[config.mk]
export PLATFORM = sky130hd
export DESIGN_NAME = status_led_blink_breathe_top
export DESIGN_NICKNAME = d
export VERILOG_FILES = /design/src/rtl/slbb_pkg.sv /design/src/rtl/slbb_rem.sv /design/src/rtl/status_led_blink_breathe_top.sv
export SDC_FILE = /design/constraint.sdc
export NUM_CORES = 1
export LEC_CHECK = 0
export ABC_AREA = 1
export ABC_CLOCK_PERIOD_IN_PS = 5910
export BUFFER_PORTS_ARGS = -buffer_cell sky130_fd_sc_hd__buf_4
export CAP_MARGIN = 20
export CORE_ASPECT_RATIO = 1.5
export CORE_MARGIN = 4
export CORE_UTILIZATION = 66
export CTS_CLUSTER_DIAMETER = 150
export CTS_CLUSTER_SIZE = 24
export DETAILED_ROUTE_END_ITERATION = 10
export GPL_TIMING_DRIVEN = 1
export HOLD_SLACK_MARGIN = 0.1
export PLACE_DENSITY = 0.82
export RECOVER_POWER = 50
export SLEW_MARGIN = 5
export SYNTH_ARGS = -nofsm -noshare
export SYNTH_HDL_FRONTEND = slang
export SYNTH_SLANG_ARGS = --single-unit
[constraint.sdc]
create_clock -name clk -period 5.91 [get_ports clk]
set_input_delay 0.2955 -clock clk [delete_from_list [all_inputs] [get_ports clk]]
set_output_delay 0.2955 -clock clk [all_outputs]
set_load 0.02 [all_outputs]
[src/rtl/slbb_pkg.sv]
// Shared types and constants for the status LED blink and breathe block.
`default_nettype none
package slbb_pkg;

  localparam int ACC_W = 17;
  localparam int PER_W = 16;
  localparam int CNT_W = $clog2(ACC_W + 1);
  localparam int CFG_W = 16;

  localparam logic [PER_W-1:0] BLINK_PERIOD_RST = 16'd500;
  localparam logic [PER_W-1:0] BREATH_STEP_RST  = 16'd10;

  typedef enum logic [1:0] {
    MODE_SOLID   = 2'd0,
    MODE_BREATHE = 2'd1,
    MODE_BLINK   = 2'd2
  } mode_t;

  typedef enum logic {
    REG_BLINK_PERIOD = 1'b0,
    REG_BREATH_STEP  = 1'b1
  } reg_idx_t;

  typedef enum logic [1:0] {
    ST_IDLE,
    ST_CALC,
    ST_FINISH
  } state_t;

  typedef struct packed {
    logic busy;
    logic done;
  } rem_status_t;

endpackage
`default_nettype wire

[src/rtl/slbb_rem.sv]
// Bit-serial remainder unit: one restoring compare-and-subtract per cycle.
`default_nettype none
module slbb_rem
  import slbb_pkg::*;
(
  input  wire logic             clk,
  input  wire logic             rst,
  input  wire logic             start,
  input  wire logic [ACC_W-1:0] dividend,
  input  wire logic [PER_W-1:0] divisor,
  output rem_status_t           status,
  output logic      [PER_W-1:0] remainder
);

  logic             busy;
  logic             done;
  logic [CNT_W-1:0] cnt;
  logic [ACC_W-1:0] num;
  logic [PER_W-1:0] div;
  logic [PER_W-1:0] rem;
  logic [PER_W-1:0] rem_next;
  logic [PER_W:0]   trial;
  logic [PER_W:0]   diff;

  assign trial    = {rem, num[ACC_W-1]};
  assign diff     = trial - {1'b0, div};
  assign rem_next = (trial >= {1'b0, div}) ? diff[PER_W-1:0] : trial[PER_W-1:0];

  always_ff @(posedge clk) begin
    if (rst) begin
      busy <= 1'b0;
      done <= 1'b0;
      cnt  <= '0;
    end else begin
      done <= busy && !start && (cnt == CNT_W'(1));
      if (start) begin
        busy <= 1'b1;
        cnt  <= CNT_W'(ACC_W);
      end else if (busy) begin
        cnt <= cnt - CNT_W'(1);
        if (cnt == CNT_W'(1)) begin
          busy <= 1'b0;
        end
      end
    end
  end

  always_ff @(posedge clk) begin
    if (start) begin
      num <= dividend;
      div <= divisor;
      rem <= '0;
    end else if (busy) begin
      num <= {num[ACC_W-2:0], 1'b0};
      rem <= rem_next;
    end
  end

  assign status    = '{busy: busy, done: done};
  assign remainder = rem;

endmodule
`default_nettype wire

[src/rtl/status_led_blink_breathe_top.sv]
// Top level of the status LED controller: mode select, blink and breathe logic.
// Usage:
//   Input channel (in_valid/in_ready) takes one tick word: delta_ms,
//   signal_active and client_count. Each tick yields exactly one result word
//   on the output channel (out_valid/out_ready): pin_drive, drive_is_pwm and
//   led_mode. One tick is worked on at a time; in_ready is high only while
//   the sequencer is idle.
//   A tick that does not reach a blink period or breathing step goes from
//   acceptance straight to the finish state, which loads the result. A tick
//   that reaches one runs the 17-bit accumulator through the shared
//   bit-serial remainder unit, one quotient bit per cycle, in the calc state
//   before the finish state; the next tick is taken once the sequencer is idle.
//   The result sits in an output register; the next tick may be accepted
//   while it waits. When the receiver stalls, the finished next result is
//   held until the output register frees up, and in_ready stays low.
//   Configuration: cfg_we writes cfg_data to register cfg_index (0 blink
//   period, 1 breathing step); write only while idle.
//   Reset (rst, synchronous) restores solid mode, pin high, brightness zero
//   rising, periods of 500 ms and 10 ms, and empties the output register.
`default_nettype none
module status_led_blink_breathe_top
  import slbb_pkg::*;
#(
  parameter int LED_FULL_SCALE = 255
) (
  input  wire logic             clk,
  input  wire logic             rst,
  input  wire logic             in_valid,
  output logic                  in_ready,
  input  wire logic [15:0]      delta_ms,
  input  wire logic             signal_active,
  input  wire logic [7:0]       client_count,
  output logic                  out_valid,
  input  wire logic             out_ready,
  output logic      [7:0]       pin_drive,
  output logic                  drive_is_pwm,
  output logic      [1:0]       led_mode,
  input  wire logic             cfg_we,
  input  wire logic             cfg_index,
  input  wire logic [CFG_W-1:0] cfg_data
);

  localparam int BW = $clog2(LED_FULL_SCALE + 2) + 1;
  localparam logic [31:0] LED32 = 32'(LED_FULL_SCALE);
  localparam logic [7:0] LED8 = LED32[7:0];
  localparam logic signed [BW-1:0] LED_B = BW'(LED_FULL_SCALE);

  state_t state;
  state_t state_next;

  logic [PER_W-1:0] blink_period;
  logic [PER_W-1:0] breath_step;

  mode_t                 mode_reg;
  logic [PER_W-1:0]      acc;
  logic                  blink_phase;
  logic signed [BW-1:0]  brightness;
  logic                  ramp_up;
  logic [7:0]            pin_level;
  logic                  pin_pwm;

  mode_t                 mode_new;
  logic                  changed;
  logic [ACC_W-1:0]      acc_sum;
  logic [PER_W-1:0]      per;
  logic                  period_hit;
  logic                  accept;
  logic                  rem_start;
  logic                  out_load;
  rem_status_t           rem_st;
  logic [PER_W-1:0]      rem_val;

  logic signed [BW:0]    duty;
  logic signed [BW:0]    duty_sat;
  logic [31:0]           duty32;
  logic signed [BW-1:0]  bri_inc;
  logic signed [BW-1:0]  bri_dec;

  always_ff @(posedge clk) begin
    if (rst) begin
      blink_period <= BLINK_PERIOD_RST;
      breath_step  <= BREATH_STEP_RST;
    end else if (cfg_we) begin
      case (reg_idx_t'(cfg_index))
        REG_BLINK_PERIOD: blink_period <= cfg_data;
        REG_BREATH_STEP:  breath_step  <= cfg_data;
        default: ;
      endcase
    end
  end

  always_comb begin
    if (signal_active) begin
      mode_new = MODE_SOLID;
    end else if (client_count != 8'd0) begin
      mode_new = MODE_BREATHE;
    end else begin
      mode_new = MODE_BLINK;
    end
  end

  always_comb begin
    logic [PER_W-1:0] raw;
    raw = (mode_new == MODE_BREATHE) ? breath_step : blink_period;
    per = (raw == '0) ? PER_W'(1) : raw;
  end

  assign changed    = (mode_new != mode_reg);
  assign acc_sum    = changed ? '0 : ({1'b0, acc} + {1'b0, delta_ms});
  assign period_hit = !changed && (mode_new != MODE_SOLID) && (acc_sum >= {1'b0, per});
  assign accept     = in_valid && in_ready;

  assign duty     = {LED_B[BW-1], LED_B} - {brightness[BW-1], brightness};
  assign duty_sat = (duty < 0) ? '0 : ((duty > {LED_B[BW-1], LED_B}) ?
                    {LED_B[BW-1], LED_B} : duty);
  assign duty32   = 32'(duty_sat);
  assign bri_inc  = brightness + BW'(1);
  assign bri_dec  = brightness - BW'(1);

  always_ff @(posedge clk) begin
    if (rst) begin
      state <= ST_IDLE;
    end else begin
      state <= state_next;
    end
  end

  always_comb begin
    state_next = state;
    case (state)
      ST_IDLE: begin
        if (accept) begin
          state_next = period_hit ? ST_CALC : ST_FINISH;
        end
      end
      ST_CALC: begin
        if (rem_st.done) begin
          state_next = ST_FINISH;
        end
      end
      ST_FINISH: begin
        if (!out_valid || out_ready) begin
          state_next = ST_IDLE;
        end
      end
      default: state_next = ST_IDLE;
    endcase
  end

  always_comb begin
    in_ready  = 1'b0;
    out_load  = 1'b0;
    case (state)
      ST_IDLE:   in_ready = 1'b1;
      ST_CALC:   ;
      ST_FINISH: out_load = !out_valid || out_ready;
      default:   ;
    endcase
  end

  assign rem_start = accept && period_hit;

  slbb_rem u_rem (
    .clk       (clk),
    .rst       (rst),
    .start     (rem_start),
    .dividend  (acc_sum),
    .divisor   (per),
    .status    (rem_st),
    .remainder (rem_val)
  );

  always_ff @(posedge clk) begin
    if (rst) begin
      mode_reg    <= MODE_SOLID;
      acc         <= '0;
      blink_phase <= 1'b0;
      brightness  <= '0;
      ramp_up     <= 1'b1;
      pin_level   <= LED8;
      pin_pwm     <= 1'b0;
    end else if (accept) begin
      mode_reg <= mode_new;
      if (mode_new == MODE_SOLID) begin
        acc       <= '0;
        pin_level <= LED8;
        pin_pwm   <= 1'b0;
      end else if (changed) begin
        acc       <= '0;
        pin_level <= 8'd0;
        pin_pwm   <= 1'b0;
      end else if (period_hit) begin
        if (mode_new == MODE_BLINK) begin
          blink_phase <= !blink_phase;
          pin_level   <= blink_phase ? LED8 : 8'd0;
          pin_pwm     <= 1'b0;
        end else begin
          pin_level <= duty32[7:0];
          pin_pwm   <= 1'b1;
          if (ramp_up) begin
            brightness <= bri_inc;
            if (bri_inc > LED_B) begin
              ramp_up <= 1'b0;
            end
          end else begin
            brightness <= bri_dec;
            if (bri_dec < 0) begin
              ramp_up <= 1'b1;
            end
          end
        end
      end else begin
        acc <= acc_sum[PER_W-1:0];
      end
    end else if (state == ST_CALC && rem_st.done) begin
      acc <= rem_val;
    end
  end

  always_ff @(posedge clk) begin
    if (rst) begin
      out_valid <= 1'b0;
    end else if (out_load) begin
      out_valid <= 1'b1;
    end else if (out_ready) begin
      out_valid <= 1'b0;
    end
  end

  always_ff @(posedge clk) begin
    if (out_load) begin
      pin_drive    <= pin_level;
      drive_is_pwm <= pin_pwm;
      led_mode     <= mode_reg;
    end
  end

endmodule
`default_nettype wire

==> metrics.md <==
| Metric | Value |
|---|---|
| Total Power | 0.00283 W |
| Via density | 5.64 |
| HP Start | cfg_data[0] |
| Number of flops mapped to enable cells by yosys | 44 |
| Fillers | 1014 |
| Ys Warns | 0 |
| Clk root buf | clkbuf_16 |
| Failing checks | max-capacitance violations, max-slew violations |
| Final wirelength | 22600 um |
| Clock tree sinks | 141 |
| Hold-fix buffers at CTS | 10 |
| IO Port Bufs | 59 |
| Mean Syn Cell Area | 7.13 um2 |
| Largest net degree at the start of global routing | between 50 and 60 |
| Sw power | 0.000860 W |
| Peak VDD IR | around 0.00023 V |
| Total core area | between 0.01 and 0.015 mm2 |
| Most frequent cell after synthesis | nand2_1 |
| Synth Area in Compound Gates | a little under an eighth |
| Synthesized cell area | 0.00859 mm2 |
| Post-synthesis register bit count | 141 |
| LEAKAGE | roughly 4.6 nW |
| Final slew viol count | 52 |
| Setup WS pre-CTS | 1.62 ns |
| Main combinational cell family by area after synthesis | simple AND/OR/NAND/NOR gates |
| CP max FO | 18 |
| Hpwl dp | 16600 um |
| DIE HEIGHT | 148 um |
| Diode count | 0 |
| Worst skew pair latency | 0.43 ns |
| Number of core rows | 50 |
| Relative slew margins | -49.4% |
| Simple-Gate Fraction of Synth Area | 29.4% |
| 1st-pass router iterations | 8 |
| Slew @ Worst Pin | 2.24 ns |
| Total Routing Usage GR | 31.1% |
| Reg-to-reg endpoint | brightness[4] |
| Syn nets | about 1300 |
| Seq/Total Area, Yosys | 38.0% |
| Area share of the largest cell type after synthesis | 22.6% |
| Setup slack, reg-to-reg | 1.59 ns |
| Vias in the first global route | between 7000 and 8000 |
| Initial antenna violation count | 0 |
| Critical Path RT | 6.25 ns |
| Post-DRT Antenna Nets | 0 |
| Synth top area cells | dfxtp_1 (23%), edfxtp_1 (15%), nand2_1 (12%) |
| Max cap viols | 1 |
| Endpoints failing hold | 0 |
| Commonest cells post-synth | nand2_1 (275), nor2_1 (180), inv_1 (153) |
| Die Wd | between 100 and 150 um |
| Post-Synth Adder-Cell Area | 8.33% |
| R2R cell count | 27 |
| Routed length per instance | 15.8 um |
| Largest area contributor in the netlist | dfxtp_1 |
| Crit path DAT | 4.96 ns |
| Minimum clock period | 4.63 ns |
| # DRC | 0 |
| Routed via count | between 8000 and 9000 |
| GRT Residual Overflow | 0 |
| Initial core utilization | roughly 70% |
| Final WS setup | 1.28 ns |
| CTS tree | built |
| Final setup viols | 0 |
| Period utilization | 78.3% |
| Num ports | 60 |
| Post-Syn Instances | 1206 |
| TritonCTS Buffers | 17 |
| Fin nets | roughly 1400 |
| Startpoint types | input port |
| Sequential Power Share | 39.5% |
| Max reg flops | 17 |
| H-tree levels | 4 |
| Pwr Density | 291 mW/mm2 |
| Post-synthesis async set-or-reset flop share | 0% |
| First-pass GRT wire length | 37000 um |
| Sw Share | 30.4% |
| Die footprint | 0.0149 mm2 |
| Maximum clock path buffer count | 2 |
| Clock share of power | about 39% |
| Fmax | 0.216 GHz |
| Post-cts sizing count | 0 |
| Nature of the critical path endpoint | flip-flop |
| RSZ-0062 raised after global routing | no |
| Placed inst area | 0.00906 mm2 |
| Worst Hold Path EP | blink_period[0] |
| Layout Skew | 0.00960 ns |
| Layout area overhead | 13.1% |
| Worst hold stages | 3 |
| Crit Path Category | in2reg |
| Comb pwr share | 21.1% |
| Fin Setup TNS | 0 ns |
| Routability cong. | 0.991 |
| Post-synthesis mux area share | less than 1% |
| Setup bufs post-CTS | 0 |
| Hold Path Class | in2reg |
| Share of cells above drive strength 1 | 9.04% |
| Reg-to-Reg Start | acc[0] |
| Initial drt markers | 541 |
| Clock Pin Slew Worst Setup and Hold Paths | 0.06 ns |
| Post-Synth XOR/XNOR Area | 3.25% |
| Netlist cell types | 48 |
| Primary FF master, synth | dfxtp_1 |
| Outcome | finished with violations |
| Top reg by flops | u_rem.num |
| Post-route cell area | 0.00972 mm2 |
| Pint | 0.00197 W |
-- power by group through the flow --
stage | Combinational [W] | Clock, W | Sequential, W
2_1_floorplan | 0.000427 | 0 | 0.00112
3_3_place_gp | 0.000575 | 0 | 0.00113
3_5_place_dp | 0.000583 | 0 | 0.00114
4_1_cts | 0.000597 | 0.00112 | 0.00112
5_1_grt | 0.000671 | 0.00116 | 0.00112
6_report | 0.000598 | 0.00112 | 0.00112
-- through the flow --
| stage | hold WS (ns) | cells | utilization (%) |
|---|---|---|---|
| floorplan | 0.409 | 1206 | - |
| global placement | 0.416 | 1385 | 71.7 |
| detailed placement | 0.424 | 1385 | 71.7 |
| CTS | 0.101 | 1427 | 77.4 |
| global route | 0.133 | 1428 | 76.9 |
| finish | 0.110 | 1428 | 76.9 |
-- metal layers --
layer  GRT usage [%]  wire, um
met1            36.5      8710
met4            12.2       737
met2            55.4     11900
met5               0         0
met3            5.52      1230
-- layout by cell type (no fill, tap or decap), types with 2 or more instances in the layout --
cell type,n
nor3_1,12
clkbuf_16,20
inv_1,153
nand3_1,79
a31oi_1,3
ha_1,54
a22oi_1,7
nor2_1,182
o22ai_1,2
clkbuf_8,2
nor4_1,3
o21ai_2,3
inv_6,5
nand2_1,275
dfxtp_1,97
a211oi_1,2
nand3b_1,7
nand2_2,5
o21ai_1,11
nand3_4,2
clkinv_1,2
inv_2,6
o21ai_0,91
a21o_1,2
o21bai_1,8
xnor2_1,11
a21oi_1,44
clkbuf_1,17
fa_1,2
edfxtp_1,44
buf_4,46
xor2_1,19
or2_2,17
nand4_1,10
dlygate4sd3_1,11
-- area by class of cell --
class                      count  area (um2)  area share, %
clock buffer                  24         536           5.51
clock inverter                 8        87.6          0.901
inverter                     161         604           6.22
multi-input combinational    865        4520           46.5
sequential                   141        3260           33.6
tap                          156         195           2.01
timing repair buffer          73         519           5.34
-- logic make-up after synthesis --
| family | after synthesis |
|---|---|
| buf+inv | 200 |
| simple gates | 596 |
| mux | 1 |
| flops | 141 |
| fa+ha+maj | 56 |
| compound gates | 181 |
| xor+xnor | 31 |
-- how the worst max path moves through the flow --
stage                                from                 end  cells after the start
after floorplan                    acc[0]       u_rem.num[10]                     26
after detailed placement      delta_ms[0]  u_rem.remainder[7]                     28
final                     client_count[5]       brightness[4]                     21
after global placement    client_count[0]        u_rem.div[6]                     23
after global routing      client_count[5]  u_rem.remainder[4]                     26
after CTS                          acc[0]             ramp_up                     27
-- worst max-delay path, cell delays in order --
cell and delay (ns):
clkbuf_4 0.10, nor2_1 0.04, nand2_1 0.05, nor2_1 0.07, nor2_1 0.76, inv_1 0.43, o21ai_0 0.56, inv_1 0.16
nor3_1 0.25, nand3_1 0.10, o21ai_0 0.30, ha_1 0.30, nand2_1 0.06, nor2_1 0.04, a41oi_1 0.30, nand3_4 0.15
nand2_1 0.08, inv_1 0.19, nand2_1 0.44, nand2_1 0.13, a21oi_1 0.15
No activity file was read; power rests on OpenSTA's default activity.
